--- config.mk ---
export PLATFORM = sky130hd
export DESIGN_NAME = fixed_partition_fit_allocator
export DESIGN_NICKNAME = d
export VERILOG_FILES = /design/src/fpfa_pkg.sv /design/src/fixed_partition_fit_allocator.sv /design/src/fpfa_cell.sv
export SDC_FILE = /design/constraint.sdc
export NUM_CORES = 1
export LEC_CHECK = 0
export ABC_CLOCK_PERIOD_IN_PS = 10000
export CAP_MARGIN = 20
export CELL_PAD_IN_SITES_DETAIL_PLACEMENT = 1
export CELL_PAD_IN_SITES_GLOBAL_PLACEMENT = 2
export CORE_AREA = 2 2 215 217
export CTS_BUF_LIST = sky130_fd_sc_hd__clkbuf_4
export DETAILED_ROUTE_END_ITERATION = 10
export DIE_AREA = 0 0 217 219
export DONT_BUFFER_PORTS = 1
export GPL_ROUTABILITY_DRIVEN = 0
export MAX_ROUTING_LAYER = met4
export PLACE_DENSITY = 0.92
export SKIP_CTS_REPAIR_TIMING = 1
export SYNTH_ARGS = -nofsm -noshare
export SYNTH_HDL_FRONTEND = slang
export SYNTH_SLANG_ARGS = --single-unit
--- constraint.sdc ---
create_clock -name i_clk -period 10 [get_ports i_clk]
set_clock_uncertainty 0.1 [all_clocks]
set_input_delay 0.5 -clock i_clk [delete_from_list [all_inputs] [get_ports i_clk]]
set_output_delay 0.5 -clock i_clk [all_outputs]
set_load 0.005 [all_outputs]
--- src/fpfa_pkg.sv ---
// Shared types and constants of the fixed partition fit allocator.
`default_nettype none

package fpfa_pkg;

    // operation codes
    localparam logic [1:0] OP_LOAD  = 2'd0;
    localparam logic [1:0] OP_ALLOC = 2'd1;
    localparam logic [1:0] OP_READ  = 2'd2;

    // configuration register indexes
    localparam logic REG_FIT_MODE      = 1'b0;
    localparam logic REG_BLOCKS_IN_USE = 1'b1;

    // fixed field widths
    localparam int OP_W    = 2;
    localparam int IDX_F_W = 3;
    localparam int LIMIT_W = 4;
    localparam int CFG_W   = 4;

    localparam logic [LIMIT_W-1:0] BLOCKS_IN_USE_RST = 4'd8;

    // parameter defaults
    localparam int NUM_BLOCKS_DEF = 8;
    localparam int SIZE_BITS_DEF  = 16;
    localparam int ID_BITS_DEF    = 8;

    // scan token moving along the cell chain
    typedef struct packed {
        logic valid;
        logic found;
    } t_tok;

    // commit strobes broadcast to every cell
    typedef struct packed {
        logic load_en;
        logic grant_en;
    } t_cell_ctl;

endpackage

`default_nettype wire

--- src/fixed_partition_fit_allocator.sv ---
// Top level: fixed partition table with first-fit and worst-fit allocation.
//
//  Channel  | Direction | Handshake                    | Payload
//  s_axis   | in        | s_axis_tvalid/s_axis_tready  | operation, block_index, sizes, id
//  m_axis   | out       | m_axis_tvalid/m_axis_tready  | granted, index, entry fields
//  cfg      | in        | i_cfg_valid/o_cfg_ready      | i_cfg_index, i_cfg_data
//
// Load and read go from IDLE straight to FIN; allocate passes through SCAN first,
// where the scan token walks the cell chain one cell per cycle.
// One item is in work at a time; the next is taken once the result sits in the output register.
// A stalled output holds the commit of the following item until the register frees.
// Reset (i_rst_n low, synchronous) frees every entry and clears owners; sizes stay unknown.
`default_nettype none

module fixed_partition_fit_allocator #(
    parameter int NUM_BLOCKS    = fpfa_pkg::NUM_BLOCKS_DEF,
    parameter int SIZE_BITS     = fpfa_pkg::SIZE_BITS_DEF,
    parameter int ID_BITS       = fpfa_pkg::ID_BITS_DEF,
    localparam int IN_W         = fpfa_pkg::OP_W + fpfa_pkg::IDX_F_W + 2 * SIZE_BITS + ID_BITS,
    localparam int IN_TDATA_W   = ((IN_W + 7) / 8) * 8,
    localparam int OUT_W        = 2 + fpfa_pkg::IDX_F_W + SIZE_BITS + ID_BITS,
    localparam int OUT_TDATA_W  = ((OUT_W + 7) / 8) * 8
) (
    input  wire                         i_clk,
    input  wire                         i_rst_n,
    input  wire                         s_axis_tvalid,
    output logic                        s_axis_tready,
    // operation, block_index, block_size, request_size, request_id, zero fill
    input  wire  [IN_TDATA_W-1:0]       s_axis_tdata,
    output logic                        m_axis_tvalid,
    input  wire                         m_axis_tready,
    // granted, chosen_index, entry_size, entry_allocated, entry_owner, zero fill
    output logic [OUT_TDATA_W-1:0]      m_axis_tdata,
    input  wire                         i_cfg_valid,
    output logic                        o_cfg_ready,
    input  wire                         i_cfg_index,
    input  wire  [fpfa_pkg::CFG_W-1:0]  i_cfg_data
);

    localparam int IDX_W = (NUM_BLOCKS > 1) ? $clog2(NUM_BLOCKS) : 1;

    localparam int OFS_IDX  = fpfa_pkg::OP_W;
    localparam int OFS_BSZ  = OFS_IDX + fpfa_pkg::IDX_F_W;
    localparam int OFS_NEED = OFS_BSZ + SIZE_BITS;
    localparam int OFS_ID   = OFS_NEED + SIZE_BITS;

    localparam logic [1:0] ST_IDLE = 2'd0;
    localparam logic [1:0] ST_SCAN = 2'd1;
    localparam logic [1:0] ST_FIN  = 2'd2;

    logic [1:0]                   r_state;
    logic [fpfa_pkg::OP_W-1:0]    r_op;
    logic [fpfa_pkg::IDX_F_W-1:0] r_idx;
    logic [SIZE_BITS-1:0]         r_bsize;
    logic [SIZE_BITS-1:0]         r_need;
    logic [ID_BITS-1:0]           r_id;
    logic                         r_mode;
    logic [fpfa_pkg::LIMIT_W-1:0] r_blocks;
    logic                         r_launch;
    logic                         r_found;
    logic [IDX_W-1:0]             r_pick;
    logic [SIZE_BITS-1:0]         r_pick_size;
    logic                         r_out_valid;
    logic [OUT_TDATA_W-1:0]       r_out;
    logic [OUT_TDATA_W-1:0]       n_out;

    fpfa_pkg::t_tok               w_tok   [NUM_BLOCKS+1];
    logic [IDX_W-1:0]             w_cidx  [NUM_BLOCKS+1];
    logic [SIZE_BITS-1:0]         w_csize [NUM_BLOCKS+1];
    logic [SIZE_BITS-1:0]         w_size  [NUM_BLOCKS];
    logic                         w_busy  [NUM_BLOCKS];
    logic [ID_BITS-1:0]           w_owner [NUM_BLOCKS];

    fpfa_pkg::t_cell_ctl          w_ctl;
    logic                         w_in_xfer;
    logic                         w_fire;
    logic                         w_idx_ok;
    logic [IDX_W-1:0]             w_rd_idx;
    logic [IDX_W-1:0]             w_sel_idx;

    assign s_axis_tready = (r_state == ST_IDLE);
    assign o_cfg_ready   = 1'b1;
    assign w_in_xfer     = s_axis_tvalid && s_axis_tready;
    assign w_fire        = (r_state == ST_FIN) && (!r_out_valid || m_axis_tready);
    assign w_idx_ok      = (32'(r_idx) < NUM_BLOCKS);
    assign w_rd_idx      = IDX_W'(r_idx);
    assign w_sel_idx     = (r_op == fpfa_pkg::OP_ALLOC) ? r_pick : w_rd_idx;

    always_comb begin
        w_ctl.load_en  = w_fire && (r_op == fpfa_pkg::OP_LOAD) && w_idx_ok;
        w_ctl.grant_en = w_fire && (r_op == fpfa_pkg::OP_ALLOC) && r_found;
    end

    // cell chain: the scan token enters cell 0 and advances one cell per cycle
    assign w_tok[0]   = '{valid: r_launch, found: 1'b0};
    assign w_cidx[0]  = '0;
    assign w_csize[0] = '0;

    for (genvar g = 0; g < NUM_BLOCKS; g++) begin : g_cell
        fpfa_cell #(
            .CELL_IDX   (g),
            .NUM_BLOCKS (NUM_BLOCKS),
            .SIZE_BITS  (SIZE_BITS),
            .ID_BITS    (ID_BITS)
        ) u_cell (
            .i_clk       (i_clk),
            .i_rst_n     (i_rst_n),
            .i_ctl       (w_ctl),
            .i_sel_idx   (w_sel_idx),
            .i_load_size (r_bsize),
            .i_grant_id  (r_id),
            .i_need      (r_need),
            .i_worst     (r_mode),
            .i_limit     (r_blocks),
            .i_tok       (w_tok[g]),
            .i_cand_idx  (w_cidx[g]),
            .i_cand_size (w_csize[g]),
            .o_tok       (w_tok[g+1]),
            .o_cand_idx  (w_cidx[g+1]),
            .o_cand_size (w_csize[g+1]),
            .o_size      (w_size[g]),
            .o_busy      (w_busy[g]),
            .o_owner     (w_owner[g])
        );
    end

    always_ff @(posedge i_clk) begin
        if (!i_rst_n) begin
            r_mode   <= 1'b0;
            r_blocks <= fpfa_pkg::BLOCKS_IN_USE_RST;
        end else if (i_cfg_valid && o_cfg_ready) begin
            if (i_cfg_index == fpfa_pkg::REG_FIT_MODE) begin
                r_mode <= i_cfg_data[0];
            end else begin
                r_blocks <= i_cfg_data;
            end
        end
    end

    always_ff @(posedge i_clk) begin
        if (w_in_xfer) begin
            r_op    <= s_axis_tdata[OFS_IDX-1:0];
            r_idx   <= s_axis_tdata[OFS_BSZ-1:OFS_IDX];
            r_bsize <= s_axis_tdata[OFS_NEED-1:OFS_BSZ];
            r_need  <= s_axis_tdata[OFS_ID-1:OFS_NEED];
            r_id    <= s_axis_tdata[IN_W-1:OFS_ID];
        end
        if (r_state == ST_SCAN && w_tok[NUM_BLOCKS].valid) begin
            r_found     <= w_tok[NUM_BLOCKS].found;
            r_pick      <= w_cidx[NUM_BLOCKS];
            r_pick_size <= w_csize[NUM_BLOCKS];
        end
    end

    always_ff @(posedge i_clk) begin
        if (!i_rst_n) begin
            r_state  <= ST_IDLE;
            r_launch <= 1'b0;
        end else begin
            r_launch <= 1'b0;
            unique case (r_state)
                ST_IDLE: begin
                    if (w_in_xfer) begin
                        if (s_axis_tdata[OFS_IDX-1:0] == fpfa_pkg::OP_ALLOC) begin
                            r_launch <= 1'b1;
                            r_state  <= ST_SCAN;
                        end else begin
                            r_state <= ST_FIN;
                        end
                    end
                end
                ST_SCAN: begin
                    if (w_tok[NUM_BLOCKS].valid) begin
                        r_state <= ST_FIN;
                    end
                end
                ST_FIN: begin
                    if (w_fire) begin
                        r_state <= ST_IDLE;
                    end
                end
                default: begin
                    r_state <= ST_IDLE;
                end
            endcase
        end
    end

    // result word: granted, index, size, allocated, owner from the low bit up
    always_comb begin
        n_out = '0;
        unique case (r_op)
            fpfa_pkg::OP_LOAD: begin
                n_out[OUT_W-1:0] = {ID_BITS'(0), 1'b0, w_idx_ok ? r_bsize : SIZE_BITS'(0),
                                    r_idx, 1'b0};
            end
            fpfa_pkg::OP_ALLOC: begin
                if (r_found) begin
                    n_out[OUT_W-1:0] = {r_id, 1'b1, r_pick_size,
                                        fpfa_pkg::IDX_F_W'(r_pick), 1'b1};
                end
            end
            fpfa_pkg::OP_READ: begin
                if (w_idx_ok) begin
                    n_out[OUT_W-1:0] = {w_busy[w_rd_idx] ? w_owner[w_rd_idx] : ID_BITS'(0),
                                        w_busy[w_rd_idx], w_size[w_rd_idx], r_idx, 1'b0};
                end else begin
                    n_out[OUT_W-1:0] = {ID_BITS'(0), 1'b0, SIZE_BITS'(0), r_idx, 1'b0};
                end
            end
            default: begin
                n_out = '0;
            end
        endcase
    end

    always_ff @(posedge i_clk) begin
        if (!i_rst_n) begin
            r_out_valid <= 1'b0;
        end else if (w_fire) begin
            r_out_valid <= 1'b1;
        end else if (m_axis_tready) begin
            r_out_valid <= 1'b0;
        end
    end

    always_ff @(posedge i_clk) begin
        if (w_fire) begin
            r_out <= n_out;
        end
    end

    assign m_axis_tvalid = r_out_valid;
    assign m_axis_tdata  = r_out;

    a_tok_in_scan: assert property (@(posedge i_clk) disable iff (!i_rst_n)
        w_tok[NUM_BLOCKS].valid |-> (r_state == ST_SCAN))
        else $error("scan token left the chain outside a scan");

    a_grant_free: assert property (@(posedge i_clk) disable iff (!i_rst_n)
        w_ctl.grant_en |-> !w_busy[r_pick])
        else $error("grant commits to a busy partition");

    a_grant_fits: assert property (@(posedge i_clk) disable iff (!i_rst_n)
        w_ctl.grant_en |-> (r_pick_size >= r_need))
        else $error("granted partition smaller than the request");

    a_out_from_fin: assert property (@(posedge i_clk) disable iff (!i_rst_n)
        $rose(r_out_valid) |-> ($past(r_state) == ST_FIN))
        else $error("result raised outside the commit state");

    a_no_overlap: assert property (@(posedge i_clk) disable iff (!i_rst_n)
        (w_ctl.load_en || w_ctl.grant_en) |-> !(w_ctl.load_en && w_ctl.grant_en))
        else $error("load and grant committed together");

endmodule

`default_nettype wire

--- src/fpfa_cell.sv ---
// One partition entry of the allocator chain, with its stage of the fit scan.
`default_nettype none

module fpfa_cell #(
    parameter int CELL_IDX   = 0,
    parameter int NUM_BLOCKS = fpfa_pkg::NUM_BLOCKS_DEF,
    parameter int SIZE_BITS  = fpfa_pkg::SIZE_BITS_DEF,
    parameter int ID_BITS    = fpfa_pkg::ID_BITS_DEF,
    localparam int IDX_W     = (NUM_BLOCKS > 1) ? $clog2(NUM_BLOCKS) : 1
) (
    input  wire                          i_clk,
    input  wire                          i_rst_n,
    input  fpfa_pkg::t_cell_ctl          i_ctl,
    input  wire  [IDX_W-1:0]             i_sel_idx,
    input  wire  [SIZE_BITS-1:0]         i_load_size,
    input  wire  [ID_BITS-1:0]           i_grant_id,
    input  wire  [SIZE_BITS-1:0]         i_need,
    input  wire                          i_worst,
    input  wire  [fpfa_pkg::LIMIT_W-1:0] i_limit,
    input  fpfa_pkg::t_tok               i_tok,
    input  wire  [IDX_W-1:0]             i_cand_idx,
    input  wire  [SIZE_BITS-1:0]         i_cand_size,
    output fpfa_pkg::t_tok               o_tok,
    output logic [IDX_W-1:0]             o_cand_idx,
    output logic [SIZE_BITS-1:0]         o_cand_size,
    output logic [SIZE_BITS-1:0]         o_size,
    output logic                         o_busy,
    output logic [ID_BITS-1:0]           o_owner
);

    localparam logic [IDX_W-1:0] MY_IDX = IDX_W'(CELL_IDX);

    logic [SIZE_BITS-1:0] r_size;
    logic                 r_busy;
    logic [ID_BITS-1:0]   r_owner;
    fpfa_pkg::t_tok       r_tok;
    logic [IDX_W-1:0]     r_cidx;
    logic [SIZE_BITS-1:0] r_csize;

    logic w_me;
    logic w_elig;
    logic w_take;

    assign w_me   = (i_sel_idx == MY_IDX);
    assign w_elig = !r_busy && (r_size >= i_need) && (32'(i_limit) > CELL_IDX);
    // first fit keeps the earliest hit; worst fit replaces on a strictly larger size
    assign w_take = w_elig && (!i_tok.found || (i_worst && (r_size > i_cand_size)));

    always_ff @(posedge i_clk) begin
        if (i_ctl.load_en && w_me) begin
            r_size <= i_load_size;
        end
    end

    always_ff @(posedge i_clk) begin
        if (!i_rst_n) begin
            r_busy  <= 1'b0;
            r_owner <= '0;
        end else if (i_ctl.load_en && w_me) begin
            r_busy  <= 1'b0;
            r_owner <= '0;
        end else if (i_ctl.grant_en && w_me) begin
            r_busy  <= 1'b1;
            r_owner <= i_grant_id;
        end
    end

    always_ff @(posedge i_clk) begin
        if (!i_rst_n) begin
            r_tok <= '0;
        end else begin
            r_tok.valid <= i_tok.valid;
            r_tok.found <= i_tok.found || w_take;
        end
    end

    always_ff @(posedge i_clk) begin
        r_cidx  <= w_take ? MY_IDX : i_cand_idx;
        r_csize <= w_take ? r_size : i_cand_size;
    end

    assign o_tok       = r_tok;
    assign o_cand_idx  = r_cidx;
    assign o_cand_size = r_csize;
    assign o_size      = r_size;
    assign o_busy      = r_busy;
    assign o_owner     = r_owner;

endmodule

`default_nettype wire
Word-level counts from Yosys, hierarchy flattened
Cells that the tools add are included.
{"block": "word_totals", "register_bits": 464, "latchBits": 0, "ramBits": 0, "romBits": 0, "output_inout_bits": 35, "elab_cells": 238, "n_memories": 0}
{"block": "classes", "add_sub_neg": 0, "mul": 0, "div_mod_pow": 0, "n_lt_le_gt_ge": 24, "eq_ne": 15, "shifts": 0, "mux": 28, "bitwise_logic": 3, "reduce_logical": 99}
{"op": "$mux 16", "count": 9}
{"op": "$ge 16x16->1", "count": 8}
{"op": "$gt 16x16->1", "count": 7}
{"op": "$pmux 29 s3", "count": 1}
{"op": "$logic_and 1x1->1", "count": 52}
{"op": "$bmux 16 s3", "count": 1}
{"op": "$mux 29", "count": 1}
{"op": "$bmux 8 s3", "count": 1}
{"op": "$mux 8", "count": 3}
{"op": "$gt 4x3->1 const B", "count": 4}
{"op": "$logic_not 1->1", "count": 16}
{"op": "$reduce_or 2->1", "count": 8}
{"op": "$logic_or 1x1->1", "count": 15}
{"op": "$eq 3x3->1 const B", "count": 4}
{"op": "$gt 4x1->1 const B", "count": 2}
{"op": "$gt 4x2->1 const B", "count": 2}
{"op": "$mux 2", "count": 4}
{"op": "$eq 2x1->1 const B", "count": 3}
{"op": "$eq 3x2->1 const B", "count": 2}
{"op": "$pmux 2 s3", "count": 1}
{"op": "$reduce_and 3->1", "count": 2}
{"op": "$mux 1", "count": 5}
{"op": "$eq 2x2->1 const B", "count": 2}
{"op": "$ge 4x4->1 const B", "count": 1}
{"op": "11 further kinds", "count": 15}

Longest topological paths before layout
Gate-level depths: netlist (run 1).
{"block": "depth", "word_depth": 6, "mapped_depth": 10}

By module
From an unflattened synthesis (run 1), not the netlist that was laid out.
{"block": "unflattened", "cells_unflattened": 2106, "hier_area_um2": 24382.1}
{"mod": "fixed_partition_fit_allocator", "n_inst": 1, "cells_each": 312, "area_each_um2": 5277.6, "seq_area_each_um2": 3002.9}
{"mod": "fpfa_cell at g_cell[4].u_cell", "n_inst": 1, "cells_each": 297, "area_each_um2": 2865.2, "seq_area_each_um2": 1081.0}
{"mod": "fpfa_cell at g_cell[7].u_cell", "n_inst": 1, "cells_each": 214, "area_each_um2": 2348.5, "seq_area_each_um2": 1081.0}
{"mod": "fpfa_cell at g_cell[2].u_cell", "n_inst": 1, "cells_each": 215, "area_each_um2": 2324.7, "seq_area_each_um2": 1081.0}
{"mod": "fpfa_cell at g_cell[6].u_cell", "n_inst": 1, "cells_each": 214, "area_each_um2": 2322.2, "seq_area_each_um2": 1081.0}
{"mod": "fpfa_cell at g_cell[1].u_cell", "n_inst": 1, "cells_each": 214, "area_each_um2": 2319.7, "seq_area_each_um2": 1081.0}
{"mod": "fpfa_cell at g_cell[5].u_cell", "n_inst": 1, "cells_each": 212, "area_each_um2": 2318.5, "seq_area_each_um2": 1081.0}
{"mod": "fpfa_cell at g_cell[3].u_cell", "n_inst": 1, "cells_each": 215, "area_each_um2": 2307.2, "seq_area_each_um2": 1081.0}
{"mod": "fpfa_cell at g_cell[0].u_cell", "n_inst": 1, "cells_each": 213, "area_each_um2": 2298.5, "seq_area_each_um2": 1081.0}

Worst setup path after synthesis (run 1)
No wires, ideal clock.
{"block": "synth_timing", "path_kind": "input to register", "from": "input m_axis_tready", "to": "register g_cell[7].u_cell.r_busy", "t_arrival_ns": 3.007, "path_slack_ns": 6.767, "cell_stages": 8, "path_buffers": 1, "cell_sequence": "nand2b_1 -> nand2b_1 -> inv_1 -> nand3_1 -> nor2b_1 -> nand2b_1 -> clkbuf_1 -> nor2_1"}
{"block": "synth_between", "elab_chain_len": 5, "word_cells_on_any_way": 8, "cone_classes": "8 x reduce/logical"}
{"item": "start, declared", "line": "fixed_partition_fit_allocator.sv:31", "source": "input wire m_axis_tready,"}
{"item": "$logic_or 1x1->1 (*)", "line": "fixed_partition_fit_allocator.sv:84", "source": "assign w_fire = (r_state == ST_FIN) && (!r_out_valid || m_axis_tready);"}
{"item": "$logic_and 1x1->1 (*)", "line": "fixed_partition_fit_allocator.sv:84"}
{"item": "named net w_fire", "line": "fixed_partition_fit_allocator.sv:76", "source": "logic w_fire;"}
{"item": "$logic_and 1x1->1, on equally long branches", "line": "fixed_partition_fit_allocator.sv:90, fixed_partition_fit_allocator.sv:91"}
{"item": "$logic_and 1x1->1, on equally long branches", "line": "fpfa_cell.sv:59, fixed_partition_fit_allocator.sv:91"}
{"item": "$reduce_or 2->1 (no line) or $logic_and 1x1->1 (tied branches)"}
{"item": "end signal, assigned", "line": "fpfa_cell.sv:57", "source": "r_busy <= 1'b0;"}
{"item": "end signal, assigned", "line": "fpfa_cell.sv:60", "source": "r_busy <= 1'b0;"}
{"item": "end signal, assigned", "line": "fpfa_cell.sv:63", "source": "r_busy <= 1'b1;"}
{"item": "end, declared", "line": "fpfa_cell.sv:34", "source": "logic r_busy;"}
The timed path passes the listed nets; every way through them passes the cells marked *.
A chain may end at the register's enable or synchronous reset.

Worst setup path after layout (run 1)
{"block": "layout_timing", "from": "register r_need[1]", "to": "register g_cell[3].u_cell.r_csize[15]"}
{"block": "layout_between", "elab_chain_len": 5}
{"item": "start, declared", "line": "fixed_partition_fit_allocator.sv:55", "source": "logic [SIZE_BITS-1:0] r_need;"}
{"item": "start signal, assigned", "line": "fixed_partition_fit_allocator.sv:145", "source": "r_need <= s_axis_tdata[OFS_ID-1:OFS_NEED];"}
{"item": "$ge 16x16->1", "line": "fpfa_cell.sv:45", "source": "assign w_elig = !r_busy && (r_size >= i_need) && (32'(i_limit) > CELL_IDX);"}
{"item": "$logic_and 1x1->1 (2 in a row)", "line": "fpfa_cell.sv:45"}
{"item": "$logic_and 1x1->1", "line": "fpfa_cell.sv:47", "source": "assign w_take = w_elig && (!i_tok.found || (i_worst && (r_size > i_cand_size)));"}
{"item": "$mux 16", "line": "fpfa_cell.sv:79", "source": "r_csize <= w_take ? r_size : i_cand_size;"}
{"item": "end signal, assigned", "line": "fpfa_cell.sv:79"}
{"item": "end, declared", "line": "fpfa_cell.sv:38", "source": "logic [SIZE_BITS-1:0] r_csize;"}
Every way passes these cells.

==> run summary, run 1 <==
wirelength, routed - 63,400 um
#FFs+latches synth - 464
outcome - finished with violations
yosys warns - 0
starting density of the core - 49.6%
dpl cells - 2,406
crit-path max FO - 18
Antenna Violating Nets Remaining - 0
GRT Resource Usage Total - 27.1%
Chip Width - 217 um
Die ar. - 0.0475 sq mm
io pins - 93
Post-Synthesis Cell Area - 0.0224 sq mm
Overflow after GRT - 0
share of cells above drive strength 1 - 18.9%
Min-Delay Path Class - in2reg
fmax - 0.276 GHz
Total Nets Final - 2,289
Adder-Cell Fraction of Synth Area - 13.4%
final instance area - 0.0253 sq mm
Worst-path clk slew - 0.07 ns
Pins Over Slew Limit - 0
wire per inst - 23.5 um
Worst VDD drop - 92.7 uV
Post-Syn Instances - 1,845
CP endpoint kind - flop
Synth Area in Compound Gates - 8.47%
pwr/cell area - 177 mW/mm^2
max incr delay on CP - 0.83 ns
Crit path required time - 10.66 ns
vias in the first global route - 16,500
Mapped Avg Cell Area - 12.1 sq um
row count - 78
Top delay family on crit path - compound AO/OA/AOI/OAI gates
ys async rst share - 0%
Area growth syn-to-layout - 13.1%
max-cap violations - 0
final cell count without fillers - 2,691
first-pass GRT wire length - 93,800 um
Final HPWL DP - 46,000 um
Root Buffer - clkbuf_4
Critical Path, Cell by Cell - inv_1 -> ha_1 -> o21ai_0 -> nor2_1 -> o41ai_1 -> a21oi_1 -> o21ai_2 -> mux2_2
final count of hold timing violations - 12
worst skew pair latency - 0.89 ns
RSZ-0062 raised after global routing - no
post-placement cell area - 0.0230 sq mm
Final Hold Slack - -0.0201 ns
CP max stage cell - o21ai_2
core area - 0.0451 sq mm
Clock Sinks - 464
Post-Synth XOR/XNOR Area - 0%
Lkg Pwr - 10.4 nW
Worst Path Arrival - 4.28 ns
post-synthesis mux area share - 14.1%
port buffer count - 0
First-pass DRT Iterations - 5
main combinational cell family by area after synthesis - multiplexers
Tmin final - 3.62 ns
1st-iter DRT viols - 1,228
Die Ht - 219 um
pin count of the biggest net entering global routing - 47
critical path startpoint category - flop
failing checks - negative hold slack
initial antenna violation count - 2
Final setup viols - 0
CTS tree - done
Simple-Gate Fraction of Synth Area - 8.74%
max_slew headroom - 23.7%
worst slew pin tran - 1.14 ns
number of synthesized flops with an enable pin - 222
CTS Buf Count - 118
drt drc - 0
maximum clock path buffer count - 3
CP Buf/Inv Count - 1
setup_tns - 0 ns
final period utilization - 36.2%
critical path class - reg2reg
CTS H-tree depth - 3
dominant synthesized flop cell - dfxtp_1
drt via density - 5.85
Seq/Total Area, Yosys - 51.5%
Synth cell types - 61
via count - 15,700
[sequential cells by signal (all words and copies together) (netlist names), 16 cells and up]
signal                     cells
g_cell.u_cell.o_size         128
r_pick_size                   16
r_need                        16
g_cell.u_cell.o_tok           16
r_bsize                       16
g_cell.u_cell.o_cand_size    128
m_axis_tdata                  29
g_cell.u_cell.o_owner         64
g_cell.u_cell.o_cand_idx      17
[logic make-up (layout without fill, tap and decap cells)]
| group | after synthesis | after routing |
|---|---|---|
| AO/OA/AOI/OAI | 290 | 290 |
| AND/OR/NAND/NOR | 402 | 402 |
| flip-flops | 464 | 464 |
| multiplexers | 236 | 236 |
| other | 2 | 6 |
| buffers and inverters | 211 | 453 |
| adder cells (fa/ha/maj) | 240 | 240 |
[cell usage after synthesis (all sizes together) (9+ instances only)]
cell	count	area share, %
mux4	50	5.0
a21boi	25	0.84
nor2	116	2.0
dfxtp	242	22
ha	240	13
nor2b	17	0.48
nand4	34	0.95
and3	9	0.25
a211oi	22	0.87
and2	14	0.39
edfxtp	222	30
nor3	15	0.34
inv	154	2.6
nand2	91	1.5
mux2	113	5.8
a21o	26	0.87
nand3	49	1.1
o21ai	96	2.2
nand2b	35	0.98
clkbuf	32	0.54
buf	25	0.64
a21oi	59	1.3
o211ai	12	0.47
mux2i	73	3.3
[worst reg2reg max path, stage by stage, from the launching register on]
cell,delay [ns]
edfxtp_1,0.37
inv_1,0.37
ha_1,0.33
o21ai_0,0.26
nor2_1,0.07
o41ai_1,0.54
a21oi_1,0.21
o21ai_2,0.83
mux2_2,0.44
[final timing paths]
check	start	endpoint	slack, ns	depth (start not counted)
worst max register to register	r_need[1]$_DFFE_PP_	g_cell[3].u_cell.o_cand_size[15]$_DFF_P_	6.38	8
worst min register to register	g_cell[7].u_cell.o_cand_size[5]$_DFF_P_	r_pick_size[5]$_DFFE_PP_	0.30	0
worst max-delay path	r_need[1]$_DFFE_PP_	g_cell[3].u_cell.o_cand_size[15]$_DFF_P_	6.38	8
worst min-delay path	i_rst_n	g_cell[7].u_cell.o_owner[4]$_SDFFE_PP0P_	-0.02	2
[final cells by class]
type / instances / area, sq um
fill: 4730 / 19800
tap: 600 / 751
multi-input combinational: 1172 / 10000
inverter: 154 / 578
timing repair buffer: 81 / 801
antenna: 2 / 5.00
clock buffer: 187 / 1400
clock inverter: 31 / 208
sequential: 464 / 11500
[report_power, final]
part           switching (mW)  leakage [nW]  internal (mW)
registers              0.0827          4.04           2.12
clock network           0.805         0.959          0.922
logic                   0.300          5.40          0.246
total                    1.19          10.4           3.29
[cells in the final DEF (no fill, tap or decap), types with 50 or more instances in the layout]
| master | n |
|---|---|
| nor2_1 | 113 |
| mux2_2 | 102 |
| o21ai_0 | 89 |
| mux2i_1 | 73 |
| mux4_2 | 50 |
| edfxtp_1 | 222 |
| inv_1 | 154 |
| ha_1 | 240 |
| clkbuf_4 | 187 |
| a21oi_1 | 59 |
| dlygate4sd3_1 | 61 |
| nand2_1 | 91 |
| dfxtp_1 | 242 |
[per-stage QoR]
| stage | setup slack [ns] | util (%) | power, mW |
|---|---|---|---|
| final | 6.38 | 56.1 | 4.48 |
| after global routing | 5.98 | 56.1 | 4.69 |
| after floorplan | 6.77 | - | 2.58 |
| after CTS | 6.29 | 54.6 | 4.47 |
| after global placement | 6.43 | 51.0 | 2.72 |
| after detailed placement | 6.36 | 51.0 | 2.76 |
[layer usage]
metal / wire length, um / global-route usage (%) / part of all wire, % / vias to the layer above
li1: - / - / - / 7147
met1: 26800 / 33.4 / 42 / 7904
met2: 30700 / 44.0 / 49 / 569
met3: 3880 / 5.23 / 6.1 / 117
met4: 1990 / 11.0 / 3.1 / 0
met5: 0 / - / 0 / -
Note: power is estimated with default switching activity, not from simulation.
==> run 2, diff against run 1 <==
- ABC_CLOCK_PERIOD_IN_PS: 10000 -> 3700
- CORE_AREA: 2 2 215 217 -> 2 2 224 226
- DIE_AREA: 0 0 217 219 -> 0 0 226 228
- PLACE_DENSITY: 0.92 -> 0.86
- clock period: 10 -> 3.7 ns (I/O delays scaled with it)
==> run 2 against run 1 <==
  * The run now ends clean
  * Utilization fell by 3.3 points
  * Clock power rose to 2.8 times the previous value
  * Sequential cell count did not move
  * Register-to-register slack got worse by 5.9 ns
  * Clock-buffer cell count rose by 16
  * Die area rose by 8.4%
  * Setup slack got worse by 5.9 ns
  * Global-route usage fell by 1.8 points
  * Fmax rose by 13%
  * Total power rose to 2.7 times the previous value
  * First-iteration DRC count fell by 27%
  * Non-clock buffer count rose by 69
  * Critical path type unchanged
  * Critical endpoint is now g_cell[1].u_cell.o_cand_size[4]$_DFF_P_
  * Largest cell class unchanged
  * Highest routed layer unchanged
==> run summary, run 2 (synthesis gave the netlist of run 1 again) <==
Worst VDD drop - 281 uV (+200%)
Clock Sinks - 464 (unchanged)
Root Buffer - clkbuf_4
Antenna Violating Nets Remaining - 0 (unchanged)
Min-Delay Path Class - in2reg
critical path class - reg2reg
pin count of the biggest net entering global routing - 47 (unchanged)
Die ar. - 0.0515 sq mm (+8.4%)
worst slew pin tran - 1.08 ns (-0.0583 ns)
Worst Path Arrival - 3.85 ns (-0.43 ns)
Final HPWL DP - 47,000 um (+2.2%)
CTS H-tree depth - 3 (unchanged)
1st-iter DRT viols - 892 (-27%)
maximum clock path buffer count - 3 (unchanged)
worst skew pair latency - 0.88 ns (about the same)
Worst-path clk slew - 0.06 ns (about the same)
Pins Over Slew Limit - 0 (unchanged)
crit-path max FO - 17 (-1)
CTS tree - done
Crit path required time - 4.35 ns (-6.31 ns)
Area growth syn-to-layout - 16.5%
worst setup margin - 0.497 ns (-5.88 ns)
First-pass DRT Iterations - 5 (unchanged)
CP endpoint kind - flop
Overflow after GRT - 0 (unchanged)
Total Nets Final - 2,358 (+3.0%)
outcome - finished, final reports clean
Fillers - 5,135 (+8.6%)
row count - 82 (+5.1%)
vias in the first global route - 16,200 (-2.2%)
via count - 15,800 (+0.20%)
share of cells above drive strength 1 - 19.8% (+0.89 points)
final count of hold timing violations - 0 (-12)
core area - 0.0493 sq mm (+9.5%)
port buffer count - 0 (unchanged)
Lkg Pwr - 10.7 nW (+3.3%)
Chip Width - 226 um (+4.1%)
final period utilization - 86.6% (+50 points)
critical path startpoint category - flop
drt via density - 5.56 (-5.0%)
Tmin final - 3.20 ns (-0.417 ns)
GRT Resource Usage Total - 25.3% (-1.8 points)
drt drc - 0 (unchanged)
first-pass GRT wire length - 94,800 um (+1.0%)
pwr/cell area - 470 mW/mm^2 (+170%)
CTS Buf Count - 118 (unchanged)
fmax - 0.312 GHz (+13%)
max_slew headroom - 27.6% (+3.9 points)
commonest non-fill, non-tap cell in the layout - dfxtp_1
commonest cells after routing, fill and taps aside - 242 x dfxtp_1, 240 x ha_1, 222 x edfxtp_1, 203 x clkbuf_4, 154 x inv_1
Die Ht - 228 um (+4.1%)
setup_tns - 0 ns (unchanged)
RSZ-0062 raised after global routing - no
starting density of the core - 45.3% (-4.3 points)
Final setup viols - 0 (unchanged)
wire per inst - 22.8 um (-3.3%)
worst slack at placement - 0.489 ns (-5.87 ns)
wirelength, routed - 64,600 um (+1.9%)
initial antenna violation count - 3 (+1)
max-cap violations - 0 (unchanged)
io pins - 93 (unchanged)
[run 2: cell count changes in the layout (fill, tap and decap cells not counted), sizes merged]
cell,before,now
bufinv,3,2
clkinvlp,2,0
clkinv,24,15
buf,20,42
diode,2,3
dlygate4sd3,61,108
clkbuf,187,203
[run 2: where the power goes]
group          internal [mW]  leakage (nW)  switching [mW]
Combinational          0.711          5.70           0.809
Clock                   2.58         0.999            2.18
Sequential              5.74          4.04           0.230
[run 2: final timing paths]
kind,startpoint,end,slack [ns],cells after the start
max reg2reg,r_need[1]$_DFFE_PP_,g_cell[1].u_cell.o_cand_size[4]$_DFF_P_,0.50,9
max,r_need[1]$_DFFE_PP_,g_cell[1].u_cell.o_cand_size[4]$_DFF_P_,0.50,9
min,i_cfg_index,r_mode$_SDFFE_PN0P_,0.04,4
min reg2reg,g_cell[7].u_cell.o_cand_size[11]$_DFF_P_,r_pick_size[11]$_DFFE_PP_,0.30,0
[run 2: layout make-up]
class	instances	area, sq um	area share [%]
clock buffers	203	1520	5.85
flip-flops and latches	464	11500	44.2
inverters	154	578	2.22
multi-input cells	1172	10000	38.5
repair buffers	150	1450	5.55
well taps	672	841	3.23
clock inverters	19	126	0.485
diodes	3	7.51	0.0288
[run 2: routing by layer]
metal	vias to the layer above	share of wire [%]	track usage, %
met2	468	47	39.0
met3	132	5.2	4.22
li1	7290	-	-
met5	-	0	-
met1	7878	44	33.3
met4	0	3.1	9.62
[run 2: worst max-delay path, cell delays in order, from the launching register on]
cell and delay, ns:
edfxtp_1 0.36, inv_1 0.38, ha_1 0.31, o21ai_0 0.14, a21oi_1 0.07, o41ai_1 0.57
a21boi_0 0.31, o21ai_2 0.19, buf_4 0.28, mux2_2 0.38
[run 2: through the flow]
stage	hold WS, ns	area [sq um]	instances	utilization [%]	power (mW)
after global routing	0.0454	26100	2837	52.8	12.8
after detailed placement	0.184	23300	2503	47.2	7.48
after CTS	-0.814	25000	2725	50.6	12.2
after floorplan	0.184	22400	1847	-	6.98
final	0.0405	26100	2837	52.8	12.3
after global placement	0.176	23300	2503	47.2	7.39
==> run 3, diff against run 2 <==
- CTS_BUF_LIST: sky130_fd_sc_hd__clkbuf_4 -> sky130_fd_sc_hd__clkbuf_2
- RECOVER_POWER: unset -> 50
==> run 3 against run 2 <==
  * The flow now finishes with violations (max-capacitance violations, max-slew violations)
  * Sequential cell count stayed put
  * Cell count is 0.14% higher
  * Sequential power hardly changed
  * Clock-buffer cell count is 13 lower
  * Wire length is 0.18% lower
  * Highest routed layer unchanged
  * Via count is 0.36% lower
  * Final area is 1.9% lower
  * Non-clock buffer count is 9 higher
==> run summary, run 3 (synthesis gave the netlist of run 1 again) <==
starting density of the core - 45.3% (unchanged)
Root Buffer - clkbuf_2
Total Nets Final - 2,366 (+0.34%)
Worst-path clk slew - 0.10 ns (+0.04 ns)
Reg2Reg Depth - 9 (unchanged)
initial antenna violation count - 3 (unchanged)
part of the power in registers - 53.5% (+4.8 points)
Final Hold Slack - 0.0306 ns (-0.00989 ns)
Min-Delay Path Class - in2reg
worst skew pair latency - 1.12 ns (+0.24 ns)
hold depth - 5 (+1)
Area growth syn-to-layout - 14.3%
Lkg Pwr - 10.6 nW (-1.2%)
wirelength, routed - 64,500 um (-0.18%)
drt drc - 0 (unchanged)
final count of hold timing violations - 0 (unchanged)
CP endpoint kind - flop
Comb pwr share - 13.6% (+1.2 points)
NetSw - 3.22 mW (+0.11%)
commonest non-fill, non-tap cell in the layout - dfxtp_1
core area - 0.0493 sq mm (unchanged)
final instance area - 0.0256 sq mm (-1.9%)
Overflow after GRT - 0 (unchanged)
row count - 82 (unchanged)
Worst VDD drop - 216 uV (-23%)
max_slew headroom - -7.48% (-35 points)
critical path class - reg2reg
Clk network pwr share - 32.8% (-6.1 points)
commonest cells after routing, fill and taps aside - 242 x dfxtp_1, 240 x ha_1, 222 x edfxtp_1, 192 x clkbuf_2, 154 x inv_1
First-pass DRT Iterations - 5 (unchanged)
io pins - 93 (unchanged)
RSZ-0062 raised after global routing - no
vias in the first global route - 16,200 (+0.22%)
CTS tree - done
post-placement cell area - 0.0233 sq mm (unchanged)
outcome - finished with violations
Worst Path Arrival - 4.11 ns (+0.26 ns)
pin count of the biggest net entering global routing - 47 (unchanged)
Die Ht - 228 um (unchanged)
GRT Resource Usage Total - 25.3% (about the same)
Final HPWL DP - 47,000 um (unchanged)
Antenna Violating Nets Remaining - 0 (unchanged)
fmax - 0.308 GHz (-1.3%)
Final setup viols - 0 (unchanged)
Clock Sinks - 464 (unchanged)
Sw Ratio - 28.9% (+2.6 points)
Pins Over Slew Limit - 47 (+47)
critical path startpoint category - flop
Die ar. - 0.0515 sq mm (unchanged)
worst slew pin tran - 1.61 ns (+0.530 ns)
pwr/cell area - 436 mW/mm^2 (-7.2%)
share of cells above drive strength 1 - 18.8% (-0.91 points)
Tot Pwr - 11.2 mW (-9.0%)
port buffer count - 0 (unchanged)
max-cap violations - 1 (+1)
crit-path max FO - 17 (unchanged)
wire per inst - 22.7 um (-0.32%)
Fillers - 5,228 (+1.8%)
final period utilization - 87.7% (+1.1 points)
Chip Width - 226 um (unchanged)
register-to-register path setup slack - 0.46 ns (-0.04 ns)
Tmin final - 3.24 ns (+0.0411 ns)
failing checks - max-capacitance violations, max-slew violations
CTS H-tree depth - 3 (unchanged)
drt via density - 5.53 (-0.50%)
first-pass GRT wire length - 94,700 um (about the same)
1st-iter DRT viols - 1,027 (+15%)
setup_tns - 0 ns (unchanged)
Power Internal - 7.93 mW (-12%)
maximum clock path buffer count - 3 (unchanged)
Crit path required time - 4.56 ns (+0.21 ns)
CTS Buf Count - 117 (-0.85%)
via count - 15,700 (-0.36%)
-- run 3: cell count changes in the layout (fill, tap and decap cells not counted), moves of 6 or more --
| cell | before | now |
|---|---|---|
| clkbuf_4 | 203 | 0 |
| clkbuf_2 | 0 | 192 |
| buf_4 | 38 | 29 |
| dlygate4sd3_1 | 108 | 117 |
| clkbuf_1 | 0 | 8 |
| and2_0 | 0 | 6 |
| and2_1 | 13 | 7 |
| clkinv_1 | 13 | 19 |
-- run 3: layout make-up --
cell class                 instances  area [sq um]  area share [%]
tap                              672           841            3.29
clock inverter                    27           158           0.617
inverter                         154           578            2.26
clock buffer                     190           951            3.72
sequential                       464         11500            45.0
antenna                            3          7.51          0.0294
timing repair buffer             159          1490            5.82
multi-input combinational       1172         10000            39.2
-- run 3: power by group through the flow --
stage	clock network, mW	registers, mW	logic (mW)
6_report	3.66	5.97	1.52
5_1_grt	4.05	6.01	1.69
4_1_cts	3.77	5.96	1.41
3_5_place_dp	0	6.08	1.40
3_3_place_gp	0	6.07	1.32
2_1_floorplan	0	5.96	1.02
-- run 3: stage by stage --
step           cells  setup slack (ns)  util (%)
2_1_floorplan   1847             0.522         -
3_3_place_gp    2503             0.551      47.2
3_5_place_dp    2503             0.489      47.2
4_1_cts         2720             0.484      49.5
5_1_grt         2841             0.232      51.8
6_report        2841             0.456      51.8
-- run 3: routing by layer --
| metal | track usage, % | vias up | routed length, um |
|---|---|---|---|
| li1 | - | 7289 | - |
| met1 | 33.4 | 7819 | 29000 |
| met2 | 38.7 | 469 | 29900 |
| met3 | 4.31 | 135 | 3150 |
| met4 | 10.0 | 0 | 2390 |
| met5 | - | - | 0 |
-- run 3: final timing paths --
check	start	end
max	r_need[1]$_DFFE_PP_	g_cell[1].u_cell.o_cand_size[2]$_DFF_P_
min	m_axis_tready	r_state[1]$_SDFFE_PN0P_
max reg2reg	r_need[1]$_DFFE_PP_	g_cell[1].u_cell.o_cand_size[2]$_DFF_P_
min reg2reg	g_cell[7].u_cell.o_tok[0]$_SDFF_PN0_	r_found$_DFFE_PP_
-- run 3: worst max-delay path, stage by stage (launching register included) --
cell and delay, ns:
edfxtp_1 0.37, inv_1 0.39, ha_1 0.32, o21ai_0 0.14, a21oi_1 0.07, o41ai_1 0.62, a21boi_0 0.31, o21ai_2 0.19
buf_4 0.27, mux2_2 0.37
